File: src/hdl/spq_pkg.sv
// ----------------------------------------------------------------------------
// spq_pkg: shared types and constants of the sorted priority queue
// Holds the request and result payload types, the stored entry type,
// the cell control group and the status and opcode codes.
// ----------------------------------------------------------------------------
`default_nettype none

package spq_pkg;

  // number of cells in the chain
  localparam int CAPACITY = 128;
  // width of the fill count, able to hold CAPACITY itself
  localparam int CNT_W = $clog2(CAPACITY + 1);
  // width of the occupancy result field
  localparam int OCC_W = 8;

  typedef enum logic {
    OP_ENQ = 1'b0,
    OP_DEQ = 1'b1
  } op_t;

  typedef enum logic [1:0] {
    ST_OK        = 2'd0,
    ST_OVERFLOW  = 2'd1,
    ST_UNDERFLOW = 2'd2
  } status_t;

  typedef struct packed {
    op_t                opcode;
    logic signed [31:0] item_value;
    logic signed [31:0] item_priority;
  } in_req_t;

  typedef struct packed {
    status_t            status;
    logic signed [31:0] head_value;
    logic signed [31:0] head_priority;
    logic [OCC_W-1:0]   occupancy;
  } out_rsp_t;

  // one stored pair
  typedef struct packed {
    logic signed [31:0] value;
    logic signed [31:0] prio;
  } entry_t;

  // broadcast to every cell for one request
  typedef struct packed {
    logic enq;
    logic deq;
  } cell_ctrl_t;

endpackage

`default_nettype wire

File: src/hdl/spq_cell.sv
// ----------------------------------------------------------------------------
// spq_cell: one slot of the sorted chain
// Holds one entry. On an insert it keeps its entry, takes the new entry,
// or takes its left neighbor's entry; on a removal it takes its right
// neighbor's entry.
// ----------------------------------------------------------------------------
`default_nettype none

module spq_cell (
  input  wire logic                clk,
  input  wire spq_pkg::cell_ctrl_t ctrl,
  input  wire logic                occupied,
  input  wire spq_pkg::entry_t     new_entry,
  input  wire spq_pkg::entry_t     left_entry,
  input  wire logic                left_move,
  input  wire spq_pkg::entry_t     right_entry,
  output spq_pkg::entry_t          entry,
  output logic                     move
);

  // this slot yields to the new entry when empty or of strictly lower priority
  assign move = !occupied || ($signed(entry.prio) < $signed(new_entry.prio));

  // slot update
  always_ff @(posedge clk) begin
    if (ctrl.enq) begin
      if (left_move) begin
        entry <= left_entry;
      end else if (move) begin
        entry <= new_entry;
      end
    end else if (ctrl.deq) begin
      entry <= right_entry;
    end
  end

endmodule

`default_nettype wire

File: config.mk
export PLATFORM = sky130hd
export DESIGN_NAME = spq_cell
export DESIGN_NICKNAME = d
export VERILOG_FILES = /design/src/hdl/spq_pkg.sv /design/src/hdl/spq_cell.sv
export SDC_FILE = /design/constraint.sdc
export NUM_CORES = 1
export LEC_CHECK = 0
export ABC_AREA = 1
export BUFFER_PORTS_ARGS = -buffer_cell sky130_fd_sc_hd__buf_2
export CORE_AREA = 2 2 103 105
export CTS_BUF_LIST = sky130_fd_sc_hd__clkbuf_4 sky130_fd_sc_hd__clkbuf_8 sky130_fd_sc_hd__clkbuf_16
export DETAILED_ROUTE_END_ITERATION = 10
export DIE_AREA = 0 0 105 107
export PLACE_DENSITY_LB_ADDON = 0.08
export REMOVE_ABC_BUFFERS = 1
export SETUP_SLACK_MARGIN = 0.5
export SYNTH_ARGS = -nofsm -noshare
export SYNTH_HDL_FRONTEND = slang
export SYNTH_SLANG_ARGS = --single-unit
File: constraint.sdc
create_clock -name clk -period 7.9 [get_ports clk]
set_input_delay 1.58 -clock clk [delete_from_list [all_inputs] [get_ports clk]]
set_output_delay 1.58 -clock clk [all_outputs]
set_load 0.005 [all_outputs]
==> results of run 1 <==
==> critical path: cells and delay by family <==
| kind | cells | cell delay (ns) |
|---|---|---|
| buffers and inverters | 3 | 0.27 |
| AND/OR/NAND/NOR | 5 | 0.39 |
| adder cells (fa/ha/maj) | 1 | 0.30 |
| AO/OA/AOI/OAI | 3 | 0.40 |
==> cell usage after synthesis (3+ instances only) <==
library cell | n | share of area
sky130_fd_sc_hd__o21ai_1 | 14 | 0.017
sky130_fd_sc_hd__o21ai_0 | 118 | 0.15
sky130_fd_sc_hd__a21oi_2 | 3 | 0.0065
sky130_fd_sc_hd__nor2_1 | 74 | 0.069
sky130_fd_sc_hd__nand3_1 | 5 | 0.0062
sky130_fd_sc_hd__ha_1 | 31 | 0.096
sky130_fd_sc_hd__nand2_1 | 96 | 0.089
sky130_fd_sc_hd__clkbuf_1 | 17 | 0.016
sky130_fd_sc_hd__buf_2 | 9 | 0.011
sky130_fd_sc_hd__edfxtp_1 | 64 | 0.48
sky130_fd_sc_hd__a21oi_1 | 11 | 0.014
sky130_fd_sc_hd__inv_1 | 42 | 0.039
==> logic make-up after synthesis <==
family	Yosys count	synth area share
AOI/OAI and AO/OA	146	0.184
adders and majority gates	31	0.0961
buffers and inverters	70	0.0688
DFF	64	0.476
and+or+nand+nor	181	0.175
==> layer usage <==
layer / wire, um / vias up / GRT usage / share of wire
met5: 13 / - / 0 / 0.0010
met4: 214 / 2 / 0.0743 / 0.017
met3: 1260 / 20 / 0.0839 / 0.10
met2: 6280 / 188 / 0.388 / 0.50
met1: 4830 / 1901 / 0.245 / 0.38
li1: - / 2161 / - / -
==> worst max-delay path by stage <==
stage,start,endpoint,slack (ns),depth (start not counted)
after CTS,new_entry[19],move,3.38,12
after floorplan,ctrl[1],entry[0]$_DFFE_PP_,3.52,5
after global placement,ctrl[1],entry[20]$_DFFE_PP_,3.31,8
final,new_entry[19],move,3.39,12
after global routing,new_entry[15],move,3.25,14
after detailed placement,ctrl[1],entry[41]$_DFFE_PP_,3.30,8
==> through the flow <==
step           instance area [um2]  setup WS (ns)
3_3_place_gp                  5420           3.31
6_report                      5610           3.39
5_1_grt                       5610           3.25
4_1_cts                       5610           3.38
2_1_floorplan                 3920           3.52
3_5_place_dp                  5420           3.30
==> placed cells by master (no fill, tap or decap), drive strengths merged <==
cell,Yosys,layout
clkbuf,17,11
nor3,2,2
bufinv,0,1
buf,10,264
o21ai,132,132
nor2,75,75
inv,43,43
nand4,2,2
a21oi,14,14
diode,0,1
ha,31,31
nand3,5,5
or2,1,1
clkinv,0,4
edfxtp,64,64
nand2,96,96
==> power by group <==
part	switching (mW)	internal (mW)	leakage (nW)
logic	0.121	0.102	2.08
registers	0.0142	0.422	0.654
clock network	0.127	0.150	0.0990
total	0.262	0.673	2.83
==> layout make-up <==
type / count / area (um2) / share of cell area
sequential: 64 / 1920 / 0.343
multi-input combinational: 358 / 1840 / 0.328
inverter: 43 / 161 / 0.0288
tap: 136 / 170 / 0.0303
antenna: 1 / 2.50 / 0.000446
timing repair buffer: 264 / 1330 / 0.237
clock buffer: 11 / 139 / 0.0248
clock inverter: 5 / 47.5 / 0.00848
==> PnR_summary.wiki, run 1 <==
{| class="wikitable"
! Metric !! Value
|-
| DRC viols || 0
|-
| Horizontal die dimension || 105 um
|-
| Worst min-delay path category || reg2reg
|-
| Transition time of the tightest slew-check pin || around 1.1 ns
|-
| Area added between synthesis and finish || 38.9%
|-
| Max Cap Violations || 0
|-
| Remaining max-slew budget at the tightest pin || 0.243
|-
| Worst slack on hold paths || 1.31 ns
|-
| Result of the run || finished, final reports clean
|-
| Half-perimeter wire length after detailed placement || 9250 um
|-
| Leakage dissipation || between 2 and 3 nW
|-
| Accumulated negative setup slack || 0 ns
|-
| Slowest cell on the critical path || sky130_fd_sc_hd__ha_1
|-
| Placed cell count || 865
|-
| Avg WL per Cell || 14.3 um
|-
| Final-report hold violation count || 0
|-
| Clock Tree Buf Depth || 2
|-
| Antenna violations before repair || 2
|-
| Power density cells || 167 nW/um2
|-
| Worst r2r dst || entry[48]$_DFFE_PP_
|-
| Worst setup slack for register-to-register paths || between 4 and 5 ns
|-
| Crit Path Category || in2out
|-
| Global placement routability congestion || slightly above 0.8
|-
| Overall power of the completed layout || around 0.94 mW
|-
| Number of standard cells after synthesis || about 490
|-
| Proportion of layout cells with a drive suffix above 1 || 0.387
|-
| Insertion delay to the later sink of the worst-skew pair || between 0.3 and 0.4 ns
|-
| Mean post-synth cell area || about 8.2 um2
|-
| Final core utilization || 0.556
|-
| Endpoint of the worst hold path || entry[18]$_DFFE_PP_
|-
| Arrival time at the worst endpoint || around 2.9 ns
|-
| # hold bufs at CTS || 0
|-
| Top flip-flop cell by instance count after synthesis || sky130_fd_sc_hd__edfxtp_1
|-
| Number of synthesized register bits || 64
|-
| Yosys warning count || 0
|-
| CTS Root Cell || sky130_fd_sc_hd__clkbuf_8
|-
| Clock buffers created by TritonCTS || 9
|-
| Count of cells along the worst register-to-register path || 11
|-
| Max FFs per register || 64
|-
| Clock-pin slew on the worst setup and hold paths || roughly 0.070 ns
|-
| Drt pass-1 iters || 6
|-
| Via Count || 4272
|-
| Time the final worst path needs with I/O delays and setup || 4.51 ns
|-
| H-tree depth || 3
|-
| TritonCTS clock tree || done
|-
| Global-route usage over all layers || 0.221
|-
| # Post-CTS Setup Buffers || 0
|-
| Sequential element share of the synthesized area || 0.476
|-
| Startpoint of the tightest hold check path || entry[31]$_DFFE_PP_
|-
| Period utilization || 0.571
|-
| Proportion of synthesized flip-flops having asynchronous set or reset || 0
|-
| Placeable Area || 10100 um2
|-
| Detailed router's first-iteration violation count || 199
|-
| Net total in the final layout || 968
|-
| Total of buffers placed on input and output ports || 261
|-
| Max Fanout on Critical Path || 2
|-
| Critical path endpoint category || output port
|-
| Worst stage delay on the critical path || 0.30 ns
|-
| Number of stages on the worst hold path || 6
|-
| Total number of placement rows || 37
|-
| Wire length after detailed routing || 12600 um
|-
| Maximum number of pins on one net before global-route repair || 67
|-
| Fill cells || 1006
|-
| Maximum VDD drop || 0.0000801 V
|-
| Fin. max-slew vios || 0
|-
| Number of enable flip-flop cells after synthesis || between 60 and 70
|-
| Final cell count without fillers || between 800 and 900
|-
| Cell type with the highest occurrence count on the critical path || sky130_fd_sc_hd__nand2_1
|-
| Top flop regs || entry: 64 flops
|-
| Antenna Violating Nets Remaining || 0
|-
| Die Span Y || about 110 um
|-
| Wire length of the first global-routing pass || between 15000 and 20000 um
|-
| Unrepaired setup endpoints after global routing || no
|-
| Number of global-route vias before repair || 4200
|-
| Critical Path, Cell by Cell || buf_2 > inv_1 > ha_1 > a21oi_1 > o21ai_0 > nand2_1 > nand3_1 > a21oi_2 > nand2_1 > nand2_1 > nand3_1 > buf_2
|-
| Top reg by flops || entry
|-
| Element type at the critical path start || input pin
|-
| Overflow left after global routing || 0
|-
| Total standard cell area after synthesis || 4040 um2
|-
| Worst-case clock skew || 0.0103 ns
|-
| Routed via count divided by cell count || 4.84
|-
| Clock sink count || 64
|-
| Initial Util || 0.400
|-
| Overall die area || roughly 11000 um2
|-
| Max Clk Rate || 222 MHz
|-
| Post-cts sizing count || 0
|-
| Final-report setup violation count || 0
|-
| # IOs || 262
|-
| Required arrival time at the worst endpoint || 6.32 ns
|-
| Distinct cells, synth || 18
|-
| Start of the worst register-to-register path || entry[19]$_DFFE_PP_
|}
No activity file was read; power rests on OpenSTA's default activity.
==> run 2: changes to the inputs <==
- ABC_AREA: 1 -> 0
- clock period: 7.9 -> 4.7 ns (I/O delays scaled with it)
==> PnR_summary.wiki, run 2 <==
{| class="wikitable"
! Metric !! Value
|-
| Critical Path, Cell by Cell || buf_2 > inv_1 > ha_1 > a211o_1 > a31oi_1 > o221ai_1 > a211oi_1 > o31a_1 > xor2_1 > nand2_1 > buf_2
|-
| Antenna Violating Nets Remaining || 0
|-
| Max Cap Violations || 0
|-
| # IOs || roughly 260
|-
| Result of the run || finished, final reports clean
|-
| Cell type with the highest occurrence count on the critical path || sky130_fd_sc_hd__buf_2
|-
| Placed cell count || 771
|-
| Max Clk Rate || 253 MHz
|-
| CTS Root Cell || sky130_fd_sc_hd__clkbuf_8
|-
| Final core utilization || 0.558
|-
| Maximum VDD drop || 0.000133 V
|-
| Kind of cell adding the most delay to the critical path || compound AO/OA/AOI/OAI gates
|-
| Worst stage delay on the critical path || 0.32 ns
|-
| Clock sink count || 64
|-
| Number of global-route vias before repair || 3548
|-
| Clock buffers created by TritonCTS || 9
|-
| Time the final worst path needs with I/O delays and setup || around 4 ns
|-
| Number of enable flip-flop cells after synthesis || 64
|-
| Distinct cells, synth || 25
|-
| Most area-consuming cells after synthesis || sky130_fd_sc_hd__edfxtp_1 48%, sky130_fd_sc_hd__mux2i_1 16%, sky130_fd_sc_hd__ha_1 9.7%
|-
| Unrepaired setup endpoints after global routing || no
|-
| Total of buffers placed on input and output ports || between 200 and 300
|-
| Drt pass-1 iters || 4
|-
| Insertion delay to the later sink of the worst-skew pair || 0.34 ns
|-
| Die Span Y || ~110 um
|-
| Worst min-delay path category || in2reg
|-
| # Post-CTS Setup Buffers || 0
|-
| Clock Tree Buf Depth || 2
|-
| Count of buffering cells on the critical path with inverters included || 3
|-
| Overall die area || 11200 um2
|-
| Worst-case clock skew || 0.00975 ns
|-
| Most used cells in the layout excluding fill and tap cells || 259 x sky130_fd_sc_hd__buf_2, 76 x sky130_fd_sc_hd__a21oi_1, 69 x sky130_fd_sc_hd__nor2_1, 64 x sky130_fd_sc_hd__mux2i_1, 64 x sky130_fd_sc_hd__edfxtp_1
|-
| Period utilization || 0.840
|-
| Half-perimeter wire length after detailed placement || slightly below 9000 um
|-
| Detailed router's first-iteration violation count || 93
|-
| Net total in the final layout || 874
|-
| Top reg by flops || entry
|-
| Wire length after detailed routing || 11200 um
|-
| Max FFs per register || 64
|-
| DRC viols || 0
|-
| Horizontal die dimension || 105 um
|-
| Cell accounting for the most synthesized area || sky130_fd_sc_hd__edfxtp_1
|-
| Initial Util || 0.397
|-
| Top flip-flop cell by instance count after synthesis || sky130_fd_sc_hd__edfxtp_1
|-
| Placeable Area || about 10000 um2
|-
| Leakage dissipation || 2.86 nW
|-
| Synth cell count leaders || 77 x sky130_fd_sc_hd__a21oi_1, 69 x sky130_fd_sc_hd__nor2_1, 64 x sky130_fd_sc_hd__edfxtp_1, 64 x sky130_fd_sc_hd__mux2i_1
|-
| Power density cells || 279 nW/um2
|-
| Proportion of synthesized flip-flops having asynchronous set or reset || 0
|-
| Antenna violations before repair || 0
|-
| Yosys top cell area share || 0.480
|-
| Max Fanout on Critical Path || 2
|-
| # hold bufs at CTS || 0
|-
| Crit Path Category || in2out
|-
| Final cell count without fillers || 787
|-
| Critical path endpoint category || output port
|-
| Mux cell area share after synthesis || 0.160
|-
| H-tree depth || 3
|-
| Fin. max-slew vios || 0
|-
| Overflow left after global routing || 0
|-
| Wire length of the first global-routing pass || 16900 um
|-
| Proportion of layout cells with a drive suffix above 1 || 0.432
|-
| Remaining max-slew budget at the tightest pin || 0.456
|-
| Yosys warning count || 0
|-
| Avg WL per Cell || around 14 um
|-
| Post-cts sizing count || 0
|-
| Number of synthesized register bits || 64
|-
| Overall power of the completed layout || 1.57 mW
|-
| Area added between synthesis and finish || 40.5%
|-
| Mean post-synth cell area || 10.2 um2
|-
| Final-report hold violation count || 0
|-
| Combinational family with the most area after synthesis || multiplexers
|-
| Top flop regs || entry: 64 flops
|-
| Maximum number of pins on one net before global-route repair || 91
|-
| Number of standard cells after synthesis || around 390
|-
| Element type at the critical path start || input pin
|-
| Routed via count divided by cell count || 4.74
|-
| Worst slack on hold paths || 0.917 ns
|-
| Global placement routability congestion || 0.879
|-
| Total number of placement rows || 37
|-
| Dominant cell by count in the synthesized netlist || sky130_fd_sc_hd__a21oi_1
|-
| Total standard cell area after synthesis || approximately 4000 um2
|-
| Sequential element share of the synthesized area || 0.480
|-
| Post-synthesis compound-gate area fraction || 0.122
|-
| Slowest cell on the critical path || sky130_fd_sc_hd__a211oi_1
|-
| Global-route usage over all layers || 0.195
|-
| Clock-pin slew on the worst setup and hold paths || ~0.07 ns
|-
| Required arrival time at the worst endpoint || roughly 3.8 ns
|-
| Xor-xnor portion of the synthesized cell area || 0.00219
|-
| Transition time of the tightest slew-check pin || 0.816 ns
|-
| Most common cell after layout, fill and taps aside || sky130_fd_sc_hd__buf_2
|-
| Via Count || 3729
|-
| Final-report setup violation count || 0
|-
| TritonCTS clock tree || done
|-
| Simple-gate portion of the synthesized area || 0.0884
|-
| Arrival time at the worst endpoint || 3.01 ns
|-
| Diode insertion count for antenna repair || 0
|-
| Arithmetic-cell share of the synthesized area counting full adders, half adders and majority gates || 0.0969
|}
-- run 2: where the power goes --
group,switching [mW],internal [mW],total [mW]
Clock,0.203,0.252,0.454
Combinational,0.194,0.187,0.382
Sequential,0.0241,0.708,0.732
Total,0.421,1.15,1.57
-- run 2: layout make-up --
type / count / area (um2)
multi-input cells: 275 / 1890
inverters: 31 / 116
repair buffers: 265 / 1340
fillers: 954 / 4470
clock buffers: 11 / 139
flip-flops and latches: 64 / 1920
clock inverters: 5 / 47.5
well taps: 136 / 170
-- run 2: logic make-up after synthesis --
logic type | after synthesis
compound gates | 91
simple gates | 88
mux | 64
flops | 64
buf+inv | 52
fa+ha+maj | 31
xor+xnor | 1
-- run 2: per-stage QoR --
step / TNS [ns] / area [um2] / setup WS (ns)
final: 0 / 5630 / 0.753
after global routing: 0 / 5630 / 0.605
after CTS: 0 / 5630 / 0.738
after detailed placement: 0 / 5440 / 0.735
after global placement: 0 / 5440 / 0.833
after floorplan: -77.32 / 3920 / -1.21
-- run 2: metal layers --
metal,track usage,wire (um)
met4,0.0762,257
met1,0.210,4360
met3,0.0796,1080
met5,0,0
met2,0.342,5520
-- run 2: path summary, 6_finish.rpt --
check	depth (start not counted)	to	slack, ns	startpoint
setup / recovery	11	move	0.75	new_entry[2]
hold / removal	3	entry[45]$_DFFE_PP_	0.92	right_entry[45]
setup reg to reg	9	entry[55]$_DFFE_PP_	1.71	entry[2]$_DFFE_PP_
hold reg to reg	4	entry[28]$_DFFE_PP_	1.33	entry[31]$_DFFE_PP_
-- run 2: worst register-to-register path: stages (launching register included) --
cell,delay (ns)
sky130_fd_sc_hd__edfxtp_1,0.41
sky130_fd_sc_hd__ha_1,0.31
sky130_fd_sc_hd__a211o_1,0.29
sky130_fd_sc_hd__a31oi_1,0.14
sky130_fd_sc_hd__o221ai_1,0.18
sky130_fd_sc_hd__a211oi_1,0.32
sky130_fd_sc_hd__o31a_1,0.21
sky130_fd_sc_hd__xor2_1,0.12
sky130_fd_sc_hd__a21oi_4,0.15
sky130_fd_sc_hd__buf_4,0.48
